$ cat src/pta_pkg.sv
// Shared types and constants for the PIT time accumulator.
package pta_pkg;

  // Width of the dividend and quotient of the shared divider.
  localparam int unsigned DivWidth = 32;
  // Width of the divisor and remainder of the shared divider.
  localparam int unsigned DvsWidth = 16;

  // Shortest timeout: one interrupt every 1/(4*1000) s.
  localparam logic [31:0] MinTimeoutUs = 32'(1000 * 1000 / (4 * 1000));
  // Microseconds per millisecond, used by both conversions.
  localparam logic [15:0] UsPerMs = 16'd1000;

  // Configuration register indexes.
  localparam logic CfgTicksPerMs  = 1'b0;
  localparam logic CfgMaxTimeout  = 1'b1;

  // Item kinds carried on the input tuser.
  typedef enum logic {
    CMD_SCHEDULE = 1'b0,
    CMD_READ     = 1'b1
  } cmd_e;

  // Sequencer states.
  typedef enum logic [2:0] {
    S_IDLE,
    S_MUL,
    S_DIV_START,
    S_DIV_WAIT,
    S_OUT
  } state_e;

  // Request to the shared divider.
  typedef struct packed {
    logic                start;
    logic [DivWidth-1:0] dividend;
    logic [DvsWidth-1:0] divisor;
  } div_req_t;

  // Answer from the shared divider.
  typedef struct packed {
    logic                done;
    logic [DivWidth-1:0] quotient;
  } div_rsp_t;

endpackage

$ cat src/pta_div.sv
// Shared restoring divider that produces one quotient bit per cycle.
module pta_div
  import pta_pkg::*;
(
  input  logic     clk_i,
  input  logic     rst_ni,
  input  div_req_t req_i,
  output div_rsp_t rsp_o
);

  localparam int unsigned CntWidth = $clog2(DivWidth);
  localparam logic [CntWidth-1:0] LastStep = CntWidth'(DivWidth - 1);

  logic                busy_q, busy_d;
  logic [CntWidth-1:0] cnt_q, cnt_d;
  logic [DvsWidth-1:0] rem_q, rem_d;
  logic [DivWidth-1:0] quo_q, quo_d;
  logic [DvsWidth-1:0] dvs_q, dvs_d;

  logic [DvsWidth:0]   shifted;
  logic [DvsWidth+1:0] trial;
  logic                fits;

  // One trial subtraction of the divisor from the shifted remainder.
  assign shifted = {rem_q, quo_q[DivWidth-1]};
  assign trial   = {1'b0, shifted} - {2'b00, dvs_q};
  assign fits    = ~trial[DvsWidth+1];

  always_comb begin
    busy_d = busy_q;
    cnt_d  = cnt_q;
    rem_d  = rem_q;
    quo_d  = quo_q;
    dvs_d  = dvs_q;
    if (req_i.start) begin
      busy_d = 1'b1;
      cnt_d  = '0;
      rem_d  = '0;
      quo_d  = req_i.dividend;
      dvs_d  = req_i.divisor;
    end else if (busy_q) begin
      // The remainder stays below the divisor, so its low bits are enough.
      rem_d = fits ? trial[DvsWidth-1:0] : shifted[DvsWidth-1:0];
      quo_d = {quo_q[DivWidth-2:0], fits};
      cnt_d = cnt_q + 1'b1;
      if (cnt_q == LastStep) begin
        busy_d = 1'b0;
      end
    end
  end

  always_ff @(posedge clk_i or negedge rst_ni) begin
    if (!rst_ni) begin
      busy_q <= 1'b0;
      cnt_q  <= '0;
    end else begin
      busy_q <= busy_d;
      cnt_q  <= cnt_d;
    end
  end

  // Operand registers need no reset.
  always_ff @(posedge clk_i) begin
    rem_q <= rem_d;
    quo_q <= quo_d;
    dvs_q <= dvs_d;
  end

  // The quotient is complete in the cycle after the last step.
  logic done_q;
  always_ff @(posedge clk_i or negedge rst_ni) begin
    if (!rst_ni) begin
      done_q <= 1'b0;
    end else begin
      done_q <= busy_q && !req_i.start && (cnt_q == LastStep);
    end
  end

  assign rsp_o.done     = done_q;
  assign rsp_o.quotient = quo_q;

endmodule

$ cat src/pit_time_accumulator.sv
// Top level of the PIT time accumulator: sequencer, state and shared multiplier.
// A schedule or interrupt-context read passes through the multiply, the divider start, the
// restoring divider steps, the divider's done strobe and the output state, in that order.
// A read outside interrupt context goes straight to the output state; an interrupt-context
// read with a zero tick rate skips the divider and goes from the multiply to the output.
// One item is in work at a time; rst_ni clears the time, reference count and wrap mark.
module pit_time_accumulator
  import pta_pkg::*;
#(
  parameter int unsigned CounterMax = 65535
) (
  input  logic        clk_i,
  input  logic        rst_ni,
  // Configuration write port.
  input  logic        cfg_we_i,
  input  logic        cfg_addr_i,
  input  logic [15:0] cfg_wdata_i,
  // Input stream.
  input  logic        s_axis_tvalid_i,
  output logic        s_axis_tready_o,
  input  logic [55:0] s_axis_tdata_i,  // timeout_us, counter_value, wrapped, in_irq_context
  input  logic        s_axis_tuser_i,  // command
  // Output stream.
  output logic        m_axis_tvalid_o,
  input  logic        m_axis_tready_i,
  output logic [87:0] m_axis_tdata_o,  // reload_value, signal_now, ack_irq, time_us,
                                       // multi_wrap_warning
  output logic        m_axis_tuser_o   // reload_valid
);

  localparam logic [31:0] CntMaxW  = 32'(CounterMax);
  localparam logic [16:0] CntMax17 = 17'(CounterMax);

  // Input field views.
  logic [31:0] in_duration;
  logic [15:0] in_counter;
  logic        in_wrapped;
  logic        in_irq;
  cmd_e        in_cmd;

  assign in_duration = s_axis_tdata_i[31:0];
  assign in_counter  = s_axis_tdata_i[47:32];
  assign in_wrapped  = s_axis_tdata_i[48];
  assign in_irq      = s_axis_tdata_i[49];
  assign in_cmd      = cmd_e'(s_axis_tuser_i);

  // Configuration registers.
  logic [15:0] tpm_q;
  logic [15:0] max_to_q;

  always_ff @(posedge clk_i or negedge rst_ni) begin
    if (!rst_ni) begin
      tpm_q    <= 16'd1193;
      max_to_q <= 16'd54000;
    end else if (cfg_we_i) begin
      unique case (cfg_addr_i)
        CfgTicksPerMs: tpm_q    <= cfg_wdata_i;
        CfgMaxTimeout: max_to_q <= cfg_wdata_i;
        default:       tpm_q    <= tpm_q;
      endcase
    end
  end

  // Architectural state.
  state_e      state_q, state_d;
  logic [15:0] ref_q;
  logic        wrap_handled_q;
  logic [63:0] elapsed_q;

  // Per-item work registers.
  cmd_e        cmd_q;
  logic [16:0] mul_a_q;
  logic [15:0] mul_b_q;
  logic [31:0] prod_q;
  logic [15:0] reload_q;
  logic        signal_q;
  logic        ack_q;
  logic        warn_q;

  // Sequencer outputs.
  logic        accept;
  logic        div_start;
  div_req_t    div_req;
  div_rsp_t    div_rsp;

  // Shared multiplier.
  logic [32:0] product;
  assign product = {16'b0, mul_a_q} * {17'b0, mul_b_q};

  // Timeout clamping for a schedule.
  logic [31:0] dur_min;
  logic [15:0] dur_clamped;

  always_comb begin
    dur_min = (in_duration < MinTimeoutUs) ? MinTimeoutUs : in_duration;
    if (in_duration == '0) begin
      dur_clamped = max_to_q;
    end else if (dur_min > {16'b0, max_to_q}) begin
      dur_clamped = max_to_q;
    end else begin
      dur_clamped = dur_min[15:0];
    end
  end

  // Wrap case selection and elapsed ticks for an interrupt-context read.
  logic        one_wrap;
  logic        multi_wrap;
  logic        mark_wrap;
  logic [16:0] tick_base;
  logic [16:0] ticks;

  always_comb begin
    one_wrap   = 1'b0;
    multi_wrap = 1'b0;
    mark_wrap  = 1'b0;
    if (!in_wrapped) begin
      one_wrap = 1'b0;
    end else if (!wrap_handled_q) begin
      one_wrap  = 1'b1;
      mark_wrap = 1'b1;
    end else if (ref_q >= in_counter) begin
      one_wrap = 1'b0;
    end else begin
      one_wrap   = 1'b1;
      multi_wrap = 1'b1;
    end
    tick_base = one_wrap ? ({1'b0, ref_q} + CntMax17) : {1'b0, ref_q};
    ticks     = (tick_base >= {1'b0, in_counter}) ? (tick_base - {1'b0, in_counter}) : '0;
  end

  // Saturated reload value from the quotient.
  logic [15:0] reload_sat;
  assign reload_sat = (div_rsp.quotient > CntMaxW) ? CntMaxW[15:0] : div_rsp.quotient[15:0];

  // Next state and handshake.
  always_comb begin
    state_d         = state_q;
    s_axis_tready_o = 1'b0;
    m_axis_tvalid_o = 1'b0;
    div_start       = 1'b0;
    unique case (state_q)
      S_IDLE: begin
        s_axis_tready_o = 1'b1;
        if (s_axis_tvalid_i) begin
          if (in_cmd == CMD_READ && !in_irq) begin
            state_d = S_OUT;
          end else begin
            state_d = S_MUL;
          end
        end
      end
      S_MUL: begin
        // A zero tick rate adds nothing, so the divide is skipped.
        if (cmd_q == CMD_READ && tpm_q == '0) begin
          state_d = S_OUT;
        end else begin
          state_d = S_DIV_START;
        end
      end
      S_DIV_START: begin
        div_start = 1'b1;
        state_d   = S_DIV_WAIT;
      end
      S_DIV_WAIT: begin
        if (div_rsp.done) begin
          state_d = S_OUT;
        end
      end
      S_OUT: begin
        m_axis_tvalid_o = 1'b1;
        if (m_axis_tready_i) begin
          state_d = S_IDLE;
        end
      end
      default: state_d = S_IDLE;
    endcase
  end

  assign accept = s_axis_tvalid_i && s_axis_tready_o;

  always_ff @(posedge clk_i or negedge rst_ni) begin
    if (!rst_ni) begin
      state_q <= S_IDLE;
    end else begin
      state_q <= state_d;
    end
  end

  // Reference count, wrap mark and accumulated time.
  always_ff @(posedge clk_i or negedge rst_ni) begin
    if (!rst_ni) begin
      ref_q          <= '0;
      wrap_handled_q <= 1'b0;
      elapsed_q      <= '0;
    end else begin
      if (accept) begin
        if (in_cmd == CMD_SCHEDULE) begin
          wrap_handled_q <= 1'b0;
        end else if (in_irq) begin
          ref_q <= in_counter;
          if (mark_wrap) begin
            wrap_handled_q <= 1'b1;
          end
        end
      end
      if (state_q == S_DIV_WAIT && div_rsp.done) begin
        if (cmd_q == CMD_SCHEDULE) begin
          ref_q <= reload_sat;
        end else begin
          elapsed_q <= elapsed_q + {32'b0, div_rsp.quotient};
        end
      end
    end
  end

  // Operands and result fields of the item in work.
  always_ff @(posedge clk_i) begin
    if (accept) begin
      cmd_q    <= in_cmd;
      reload_q <= '0;
      if (in_cmd == CMD_SCHEDULE) begin
        mul_a_q  <= {1'b0, tpm_q};
        mul_b_q  <= dur_clamped;
        signal_q <= (in_duration == '0);
        ack_q    <= (in_duration != '0);
        warn_q   <= 1'b0;
      end else begin
        mul_a_q  <= ticks;
        mul_b_q  <= UsPerMs;
        signal_q <= 1'b0;
        ack_q    <= 1'b0;
        warn_q   <= in_irq && multi_wrap;
      end
    end
    if (state_q == S_MUL) begin
      prod_q <= product[31:0];
    end
    if (state_q == S_DIV_WAIT && div_rsp.done && cmd_q == CMD_SCHEDULE) begin
      reload_q <= reload_sat;
    end
  end

  // Divider request: by 1000 for a schedule, by the tick rate for a read.
  assign div_req.start    = div_start;
  assign div_req.dividend = prod_q;
  assign div_req.divisor  = (cmd_q == CMD_SCHEDULE) ? UsPerMs : tpm_q;

  pta_div u_div (
    .clk_i  (clk_i),
    .rst_ni (rst_ni),
    .req_i  (div_req),
    .rsp_o  (div_rsp)
  );

  // Result packing.
  assign m_axis_tuser_o = (cmd_q == CMD_SCHEDULE);
  assign m_axis_tdata_o = {5'b0, warn_q, elapsed_q, ack_q, signal_q, reload_q};

`ifndef NO_ASSERTIONS
  // Only one item is in work: no input transfer while a result is offered.
  a_one_item: assert property (@(posedge clk_i) disable iff (!rst_ni)
    s_axis_tready_o |-> !m_axis_tvalid_o)
    else $error("input ready while a result is pending");

  // The divider only finishes while the sequencer waits for it.
  a_div_done: assert property (@(posedge clk_i) disable iff (!rst_ni)
    div_rsp.done |-> (state_q == S_DIV_WAIT))
    else $error("divider finished outside its wait state");

  // A reload value never exceeds the counter maximum.
  a_reload_sat: assert property (@(posedge clk_i) disable iff (!rst_ni)
    m_axis_tvalid_o |-> ({16'b0, reload_q} <= CntMaxW))
    else $error("reload value above counter maximum");

  // A schedule result leaves the wrap mark cleared.
  a_wrap_clear: assert property (@(posedge clk_i) disable iff (!rst_ni)
    (m_axis_tvalid_o && m_axis_tuser_o) |-> !wrap_handled_q)
    else $error("wrap mark set after a schedule");
`endif

endmodule
$ cat config.mk
export PLATFORM = sky130hd
export DESIGN_NAME = pit_time_accumulator
export DESIGN_NICKNAME = d
export VERILOG_FILES = /design/src/pta_pkg.sv /design/src/pta_div.sv /design/src/pit_time_accumulator.sv
export SDC_FILE = /design/constraint.sdc
export NUM_CORES = 1
export LEC_CHECK = 0
export ABC_AREA = 1
export BUFFER_PORTS_ARGS = -buffer_cell sky130_fd_sc_hd__buf_4
export CORE_MARGIN = 2
export CORE_UTILIZATION = 25
export CTS_BUF_LIST = sky130_fd_sc_hd__clkbuf_8
export DETAILED_ROUTE_END_ITERATION = 16
export PLACE_DENSITY = 0.41
export SLEW_MARGIN = 5
export SYNTH_ARGS = -nofsm -noshare
export SYNTH_HDL_FRONTEND = slang
export SYNTH_SLANG_ARGS = --single-unit
$ cat constraint.sdc
create_clock -name clk_i -period 7.88 [get_ports clk_i]
set_clock_uncertainty 0.1 [all_clocks]
set_input_delay 0.788 -clock clk_i [delete_from_list [all_inputs] [get_ports clk_i]]
set_output_delay 0.788 -clock clk_i [all_outputs]
set_load 0.005 [all_outputs]
**Yosys cells after proc, flatten, opt, wreduce, memory -nomap -nowiden**

Cells that the tools add are included.

- Multipliers: 1
- Reductions and logical operators: 22
- Bitwise logic cells: 3
- Div/mod/pow operators: 0
- Equality and inequality tests: 10
- Shift operators: 0
- $add $sub $neg: 5
- Order comparisons: 5
- Mux-type cells: 41

Operators with widths:

| cell | count |
|---|---|
| 2-to-1 mux 16 bit | 13 |
| 2-to-1 mux 32 bit | 3 |
| adder 64 x 32 -> 64 bit | 1 |
| > comparator 32 x 16 -> 1 bit | 1 |
| > comparator 32 x 16 -> 1 bit (second input constant) | 1 |
| zero test 32 bit | 1 |
| less-than comparator 32 x 8 -> 1 bit (second input constant) | 1 |
| multiplier 17 x 16 -> 32 bit | 1 |
| nonzero test 32 bit | 1 |
| subtractor 17 x 16 -> 18 bit | 1 |
| adder 16 x 16 -> 17 bit (second input constant) | 1 |
| >= comparator 17 x 16 -> 1 bit | 1 |
| 2-to-1 mux 17 bit | 1 |
| subtractor 17 x 16 -> 17 bit | 1 |
| >= comparator 16 bit | 1 |
| zero test 16 bit | 1 |
| 2-to-1 mux 1 bit | 16 |
| 2-to-1 mux 3 bit | 5 |
| case mux 3 bit (5 select lines) | 1 |
| 2-to-1 mux 5 bit | 2 |
| logical AND 1 bit | 8 |
| AND reduction 2 bit | 4 |
| equality test 3 x 2 -> 1 bit (second input constant) | 2 |
| != test 2 bit (second input constant) | 3 |
| other kinds (10) | 16 |

- Input bits: 79
- Output and inout bits: 91
- Word-level logic and storage cells: 108
- Bits in registers: 272
- Bits in writable memories: 0
- Memories: 0
- Latch bits: 0
- ROM bits: 0

**Logic depth before layout (Yosys ltp)**

Gate-level depths: netlist of the first run.

- Depth after elaboration: 8
- Gate-level depth with buffers: 30
- Mapped depth without buffers: 29

**By module**

Synthesis of the first run repeated with hierarchy kept, for this count alone.

- Cell total of the unflattened synthesis: 3,603
- Area total of the unflattened synthesis: 26,728.1 sq um

Modules (own cells, without submodules):

| module | times used | seq. area each (sq um) | area an instance (sq um) | cells an instance |
|---|---|---|---|---|
| pit_time_accumulator | 1 | 5,471.5 | 22,715.5 | 3,100 |
| pta_div | 1 | 1,936.9 | 4,012.6 | 503 |

**Worst setup path before layout of the first run**

Ideal clock, no wire load.

- Path kind: reg-to-reg
- From: reg mul_b_q[9]
- To: reg prod_q[21] (data pin)
- Data required time: 7.521 ns
- Arrival: 5.436 ns
- Path buffers: 2
- Clock period less this slack: 5.795 ns
- Slack: 2.085 ns
- Setup time: 0.259 ns
- Stages on the path, launching flop included: 24
- Cells stage by stage: edfxtp_1 clkbuf_1 clkbuf_1 nand2_1 fa_1 inv_1 fa_1 inv_1 fa_1 inv_1 fa_1 fa_1 inv_1 fa_1 inv_1 ha_1 a21o_1 a21oi_1 nand2_1 nor2_1 o21ai_1 nand2_1 nand2_1 xor2_1

- Word-level cells in the longest chain between the ends: 1

RTL lines:

| element | line | source |
|---|---|---|
| start: declaration | pit_time_accumulator.sv:73 | `logic [15:0] mul_b_q;` |
| start signal: assignment | pit_time_accumulator.sv:223 | `mul_b_q <= dur_clamped;` |
| start signal: assignment | pit_time_accumulator.sv:229 | `mul_b_q <= UsPerMs;` |
| multiplier 17 x 16 -> 32 bit | pit_time_accumulator.sv:88 | `assign product = {16'b0, mul_a_q} * {17'b0, mul_b_q};` |
| named net product[21] | pit_time_accumulator.sv:87 | `logic [32:0] product;` |
| end signal: assignment | pit_time_accumulator.sv:236 | `prod_q <= product[31:0];` |
| end: declaration | pit_time_accumulator.sv:74 | `logic [31:0] prod_q;` |

The timed path passes the listed nets, and every way through them passes these cells.
A chain may end at the register's enable or synchronous reset.

**Worst setup path after layout of the first run**

- From: reg mul_a_q[9]
- To: reg prod_q[21] (data pin)

- Word-level cells in the longest chain between the ends: 1

RTL lines:

| element | line | source |
|---|---|---|
| start: declaration | pit_time_accumulator.sv:72 | `logic [16:0] mul_a_q;` |
| start signal: assignment | pit_time_accumulator.sv:222 | `mul_a_q <= {1'b0, tpm_q};` |
| start signal: assignment | pit_time_accumulator.sv:228 | `mul_a_q <= ticks;` |
| multiplier 17 x 16 -> 32 bit | pit_time_accumulator.sv:88 |  |
| named net product[21] | pit_time_accumulator.sv:87 |  |

The timed path passes the listed nets, and every way through them passes these cells.

==> impl_metrics.yaml, run 1 <==
place:
  dp_cells: 4934
  post-dp-hpwl_um: 65010
  place_congestion: 0.8579
  place_ws_ps: 1445
  port-buffer-count: 158
sta:
  fin_ws_ps: 1443
  rsz0062_at_grt: "no"
  finalSetupViolations: 0
  drv_slew: 0
  timing.final.crit_share: 0.8169
  min_period_ps: 6437
  worst_pin_slew_ps: 1044
  hold_viol: 0
  finalSetupTns_ps: 0
  fmax_ghz: 0.1553
  relSlewSlack: 0.3021
critical_path:
  path_delay_family: "adder cells"
  crit_path_max_fanout: 16
  crit_cells: 20
  worst-path-buf-inv: 3
  crit_path_top_delay_cell: "edfxtp_1"
  cp.arrival_ps: 6710
  critPathLaunchType: "register"
  end_kind: "register"
  worstPathCellList: "nand2_1, fa_1, fa_1, fa_1, inv_1, fa_1, fa_1, inv_1, fa_1, inv_1, ha_1, a21oi_1, o21ai_0, nand2_1, nand2_1, nor2_1, o21ai_1, nand2_1, nand2_1, xor2_1"
  slowest_delay_ps: 1000
  worstPathRequired_ps: 8150
  worst_r2r_path_depth: 20
  crit_type: "reg2reg"
  path_common_cell: "fa_1"
layout:
  final_cells: 5041
  drive_gt1_frac: 0.08342
  final_common_cell: "nand2_1"
  final_cell_mix: "nand2_1, inv_1, fa_1, nor2_1, ha_1"
  fillerInstances: 11590
  final_nets: 4088
  area_delta_synth_final_pct: 13.60
floorplan:
  start_util: 0.2513
  die_w_um: 328.8
  core-area_sq_um: 105000
  io_pins: 170
  die_h_um: 328.8
  rows: 119
  dieArea_sq_um: 108100
routing:
  dr.pass1.iters: 5
  via_per_inst: 4.335
  drt_iter0_drc: 1159
  post_drt_wl_per_cell_um: 16.31
  ant_nets: 0
  routed_wl_um: 82240
  drc: 0
  vias: 21850
yosys:
  yosys.area.top_type: "fa_1"
  syn-cell-area_sq_um: 26380
  yosysWarningCount: 0
  synth_flop_cell: "edfxtp_1"
  ys_types: 51
  synthCells: 3495
  synth_seq_cells: 272
  synth_area_leaders: "fa_1, edfxtp_1, nand2_1"
  yosysSeqAreaShare: 0.2808
  synth_edf_count: 133
  synth_top_area_share: 0.1594
  syn_avg_cell_area_sq_um: 7.548
  synthArstFlopShare: 0.4522
grt:
  global_route.overflow_total: 0
  grt_usage: 0.1537
  antenna_found_initial: 5
  grt_pass1_vias: 22440
  grt_start_max_net_pins: 65
  grt_pass1_wl_um: 129900
cts:
  cts_tree: "built"
  cts.reportedPaths.clkPinSlew_ps: 60
  cts.sinks: 272
  postCtsHoldBufs: 1
  ctsRootBufferMaster: "clkbuf_8"
  post_cts_buffers: 0
  cts_buffers: 53
  cts_resized: 0
  htree_levels: 2
  clock_latency_ps: 690
  clockBufferDepth: 3
run:
  cap_violations: 0
run_status:
  status: "finished, final reports clean"
worst_hold_path:
  hold_class: "in2reg"
  hold_depth: 3
==> metal layers <==
layer | routed length, um | share of wire | GRT usage
met1 | 39830 | 0.48 | 0.2107
met4 | 1430 | 0.017 | 0.03395
met3 | 2792 | 0.034 | 0.02080
met5 | 0 | 0 | 0
met2 | 38190 | 0.46 | 0.2563
==> through the flow <==
stage / hold WS, ps / instance area (sq um) / util
after floorplan: 345.1 / 26390 / -
after global placement: 363.5 / 28910 / 0.2754
after detailed placement: 369.6 / 28910 / 0.2754
after CTS: 209.4 / 29950 / 0.2853
after global routing: 235.4 / 29950 / 0.2854
final: 283.3 / 29970 / 0.2855
==> cell type report <==
class	count	area, sq um	share of cell area
Multi-Input combinational cell	2405	15860	0.5293
Sequential cell	272	7408	0.2472
Inverter	693	2601	0.08681
Tap cell	1391	1740	0.05808
Timing Repair Buffer	174	1313	0.04380
Clock buffer	58	798.3	0.02664
Clock inverter	42	230.2	0.007683
Antenna cell	6	15.01	0.0005010
==> state kept, by name, indices dropped and copies added (netlist names), 3 cells and up <==
| signal | flops |
|---|---|
| elapsed_q | 64 |
| max_to_q | 16 |
| mul_a_q | 17 |
| mul_b_q | 16 |
| prod_q | 32 |
| ref_q | 16 |
| reload_q | 16 |
| state_q | 3 |
| tpm_q | 16 |
| u_div.cnt_q | 5 |
| u_div.dvs_q | 16 |
| u_div.quo_q | 32 |
| u_div.rem_q | 16 |
==> tightest hold or removal path: stages <==
cell and delay [ps]:
buf_4 110, inv_1 60, o21ai_0 80
==> synth_stat cells, types with 6 or more instances <==
cell type,instances
nand2_2,10
nand4_1,39
o21ai_1,12
edfxtp_1,133
clkbuf_1,101
nand3b_1,6
a21o_1,14
a21oi_1,131
buf_2,15
xnor2_1,49
o21bai_1,9
nand3_1,133
dfxtp_1,16
inv_1,688
nand2_1,1029
o21ai_0,185
or2_2,12
ha_1,200
fa_1,210
xor2_1,55
dfrtp_1,110
nor2_1,202
nor3_1,44
dfstp_2,13
buf_4,8
nor4_1,18
==> logic make-up after synthesis <==
group | count (synthesis) | share of synthesized area
fa+ha+maj | 410 | 0.2542
flops | 272 | 0.2808
simple gates | 1509 | 0.2347
other cells | 1 | 0.0001422
compound gates | 377 | 0.07646
xor+xnor | 104 | 0.03453
buf+inv | 822 | 0.1191
==> path summary, 6_finish.rpt <==
path | to | start | slack, ps
worst max-delay path | prod_q[21] | mul_a_q[9] | 1440
worst min-delay path | tpm_q[10] | cfg_wdata_i[10] | 280
worst max register to register | prod_q[21] | mul_a_q[9] | 1440
worst min register to register | u_div.rem_q[7] | u_div.rem_q[7] | 370
max in group asynchronous | tpm_q[4] | rst_ni | 5680
min in group asynchronous | elapsed_q[42] | rst_ni | 600
Power of run 1 is not shown: default switching activity piles up to over one toggle a cycle in this logic, so the estimate is an artifact.
==> run 2: changes to the inputs <==
==> constraint.sdc (replaced) <==
create_clock -name clk_i -period 6.4 [get_ports clk_i]
set_clock_uncertainty 0.1 [all_clocks]
set_input_delay 0.64 -clock clk_i [delete_from_list [all_inputs] [get_ports clk_i]]
set_output_delay 0.64 -clock clk_i [all_outputs]
set_load 0.005 [all_outputs]
==> impl_metrics.yaml, run 2 (synthesis results as in run 1) <==
cts:
  clockBufferDepth: 3
  htree_levels: 2
  cts.reportedPaths.clkPinSlew_ps: 60
  cts.sinks: 272
  cts_resized: 0
  cts_tree: "built"
  cts_buffers: 54
  ctsRootBufferMaster: "clkbuf_8"
  clock_latency_ps: 670
worst_hold_path:
  hold_class: "in2reg"
sta:
  timing.final.crit_share: 0.9444
  fin_ws_ps: 356.1
  fmax_ghz: 0.1655
  relSlewSlack: 0.3160
  rsz0062_at_grt: "no"
  finalSetupTns_ps: 0
  worst_pin_slew_ps: 1026
  hold_viol: 0
  finalSetupViolations: 0
  min_period_ps: 6044
  drv_slew: 0
grt:
  global_route.overflow_total: 0
  grt_pass1_wl_um: 129700
  grt_pass1_vias: 22630
  grt_usage: 0.1519
  grt_start_max_net_pins: 53
  antenna_found_initial: 1
floorplan:
  start_util: 0.2513
  core-area_sq_um: 105000
  dieArea_sq_um: 108100
  io_pins: 170
  die_w_um: 328.8
  rows: 119
  die_h_um: 328.8
layout:
  area_delta_synth_final_pct: 15.28
  fillerInstances: 11590
  drive_gt1_frac: 0.09428
  final_common_cell: "nand2_1"
  largest_register_ffs: 64
  regMostFlops: "elapsed_q"
  final_cell_mix: "nand2_1, inv_1, buf_4, fa_1, nor2_1"
  largestRegisters: "elapsed_q (64), prod_q (32), u_div.quo_q (32)"
  final_nets: 4135
critical_path:
  worstPathRequired_ps: 6670
  critPathLaunchType: "register"
  cp.arrival_ps: 6310
  crit_type: "reg2reg"
  end_kind: "register"
  r2r_slack_ps: 360
  crit_path_max_fanout: 13
routing:
  dr.pass1.iters: 7
  drt_iter0_drc: 1128
  via_per_inst: 4.316
  routed_wl_um: 81290
  vias: 21960
  drc: 0
  ant_nets: 0
  post_drt_wl_per_cell_um: 15.98
place:
  place_ws_ps: 284.4
  port-buffer-count: 158
  post-dp-hpwl_um: 66650
  place_congestion: 0.8797
run:
  cap_violations: 0
run_status:
  status: "finished, final reports clean"
-- run 2: changes by cell type in the layout (fill, tap and decap cells not counted), moves of 3 or more --
cell | previous run | this run
buf_4 | 172 | 215
inv_1 | 703 | 710
clkinv_2 | 11 | 5
clkbuf_8 | 58 | 63
clkinv_1 | 11 | 7
buf_12 | 0 | 3
-- run 2: critical path: stages (launching register included) --
cell,delay (ps)
edfxtp_1,640
nand2_1,170
inv_1,60
fa_1,490
inv_1,60
fa_1,500
fa_1,510
inv_1,50
fa_1,480
fa_1,540
inv_1,50
fa_1,530
inv_1,40
ha_1,350
nand2_1,170
inv_1,60
a21oi_1,210
nand2_1,100
nor2_1,210
o21ai_1,150
nand2_1,90
nand2_1,60
xor2_1,160
-- run 2: metal layers --
layer	track usage	routed length, um	vias up
met5	0	0	-
met3	0.01851	2628	69
met4	0.02779	1129	0
met1	0.2103	39610	10430
met2	0.2550	37930	331
li1	-	-	11120
-- run 2: area by class of cell --
class                   count  area [sq um]  area share
well taps                1391          1740     0.05723
flip-flops and latches    272          7408      0.2436
clock buffers              63         867.1     0.02851
multi-input cells        2405         15860      0.5215
inverters                 693          2601     0.08554
repair buffers            220          1695     0.05575
clock inverters            38         225.2    0.007406
diodes                      5         12.51   0.0004114
-- run 2: per-stage QoR --
step,cell area (sq um),cells,hold WS (ps),utilization
after global placement,29230,4973,365.2,0.2785
after global routing,30410,5087,116.8,0.2897
final,30410,5087,143.8,0.2897
after detailed placement,29230,4973,368.6,0.2785
after CTS,30330,5075,66.47,0.2890
after floorplan,26390,3499,244.4,-
-- run 2: path summary, 6_finish.rpt --
path	start	endpoint	cells past startpoint
hold / removal	cfg_wdata_i[7]	tpm_q[7]	3
max in group asynchronous	rst_ni	u_div.cnt_q[0]	3
hold reg to reg	u_div.rem_q[6]	u_div.rem_q[6]	2
setup reg to reg	mul_b_q[5]	prod_q[21]	22
min in group asynchronous	rst_ni	elapsed_q[40]	2
setup / recovery	mul_b_q[5]	prod_q[21]	22
-- run 2: timing repair --
action                     CTS  global route
buffers inserted             0             7
hold endpoints to repair    50             0
hold buffers                 1             0
setup endpoints to repair    0             3
Power of run 2 is left out for the same reason.
==> run 3: changes to the inputs <==
--- a/config.mk
+++ b/config.mk
@@ -12,6 +12,8 @@
 export CTS_BUF_LIST = sky130_fd_sc_hd__clkbuf_8
 export DETAILED_ROUTE_END_ITERATION = 16
 export PLACE_DENSITY = 0.41
+export RECOVER_POWER = 25
+export REMOVE_ABC_BUFFERS = 1
 export SLEW_MARGIN = 5
 export SYNTH_ARGS = -nofsm -noshare
 export SYNTH_HDL_FRONTEND = slang
==> impl_metrics.yaml, run 3 (synthesis results as in run 1) <==
routing:
  post_drt_wl_per_cell_um: 16.42
  ant_nets: 0
  dr.pass1.iters: 5
  drt_iter0_drc: 1278
  via_per_inst: 4.353
  routed_wl_um: 83560
  vias: 22150
  drc: 0
place:
  port-buffer-count: 158
  post-dp-hpwl_um: 67370
  place_congestion: 0.8685
worst_hold_path:
  min_to: "tpm_q[7]"
  hold_depth: 3
  worstHoldStart: "cfg_wdata_i[7]"
  hold_class: "in2reg"
critical_path:
  cp-startpoint: "mul_a_q[7]"
  critPathLaunchType: "register"
  cp.arrival_ps: 6470
  end_kind: "register"
  worst_r2r_path_depth: 23
  crit_type: "reg2reg"
  crit_path_max_fanout: 8
  rr_startpoint: "mul_a_q[7]"
  r2r_slack_ps: 320
  timing.rr.end: "prod_q[21]"
  worstPathRequired_ps: 6790
grt:
  grt_usage: 0.1553
  antenna_found_initial: 2
  global_route.overflow_total: 0
  grt_pass1_wl_um: 130800
  grt_pass1_vias: 22590
  grt_start_max_net_pins: 82
layout:
  drive_gt1_frac: 0.09416
  area_delta_synth_final_pct: 15.46
  final_nets: 4140
  regMostFlops: "elapsed_q"
  final_cell_mix: "nand2_1, inv_1, buf_4, fa_1, nor2_1"
  final_common_cell: "nand2_1"
  largest_register_ffs: 64
  largestRegisters: "elapsed_q (64), prod_q (32), u_div.quo_q (32)"
run_status:
  violations: "max-capacitance violations, max-slew violations"
  status: "finished with violations"
sta:
  finalSetupTns_ps: 0
  finalSetupViolations: 0
  drv_slew: 114
  min_period_ps: 6081
  relSlewSlack: -2.077
  worst_pin_slew_ps: 4616
  hold_viol: 0
  timing.final.crit_share: 0.9501
  rsz0062_at_grt: "no"
  fmax_ghz: 0.1644
cts:
  cts_resized: 0
  clockBufferDepth: 3
  cts.sinks: 272
  htree_levels: 2
  clock_latency_ps: 670
  ctsRootBufferMaster: "clkbuf_8"
  cts_buffers: 53
  cts_tree: "built"
  cts.reportedPaths.clkPinSlew_ps: 60
floorplan:
  core-area_sq_um: 105000
  io_pins: 170
  die_w_um: 328.8
  rows: 119
  start_util: 0.2513
  die_h_um: 328.8
  dieArea_sq_um: 108100
run:
  cap_violations: 3
run 3: cell types whose count changed in the layout (fill, tap and decap cells not counted), sizes merged:
cell	change
inv	-8
clkbuf	+7
bufinv	+2
buf	-2
clkdlybuf4s25	+1
diode	-4
clkinv	+5
run 3: through the flow:
stage | hold slack (ps) | util | std cells | setup WS [ps] | cell area [sq um]
after floorplan | 244.4 | - | 3370 | 829.5 | 25850
after global placement | 360.0 | 0.2792 | 4981 | 285.8 | 29310
after detailed placement | 362.4 | 0.2792 | 4981 | 274.6 | 29310
after CTS | 78.58 | 0.2902 | 5082 | 282.3 | 30460
after global routing | 105.6 | 0.2902 | 5088 | 20.29 | 30460
final | 136.1 | 0.2902 | 5088 | 319.1 | 30460
run 3: cell type report:
type	instances	area (sq um)
flip-flops and latches	272	7408
diodes	1	2.502
clock inverters	37	276.5
well taps	1391	1740
clock buffers	63	867.1
fillers	11560	74510
inverters	693	2601
repair buffers	226	1729
multi-input cells	2405	15830
run 3: timing repair:
action / CTS / global route
setup buffers: 0 / 5
hold buffers: 1 / 0
setup endpoints to repair: 0 / 1
endpoints found under the hold margin: 73 / 0
run 3: worst max path at each step:
stage	end	slack (ps)	depth (start not counted)
5_1_grt	prod_q[21]	20	23
3_5_place_dp	prod_q[21]	270	23
6_report	prod_q[21]	320	23
3_3_place_gp	prod_q[21]	290	23
2_1_floorplan	prod_q[21]	830	22
4_1_cts	prod_q[21]	280	20
run 3: layer usage:
layer,share of wire,up-vias,track usage
li1,-,11130,-
met1,0.47,10530,0.2086
met2,0.47,390,0.2615
met3,0.037,97,0.02129
met4,0.023,0,0.03981
met5,0,-,0
run 3: critical path: stages, from the launching register on:
cell and delay (ps):
edfxtp_1 560, buf_4 250, nand2_1 70, inv_1 60, fa_1 480, inv_1 60
fa_1 560, fa_1 430, fa_1 490, inv_1 50, fa_1 520, inv_1 50
fa_1 530, inv_1 40, ha_1 350, nand2_1 110, o21ai_0 290, nand2_1 100
nand2_1 90, nor2_1 70, o21ai_1 300, nand2_1 90, nand2_1 80, xor2_1 180
Power of run 3 is left out for the same reason.
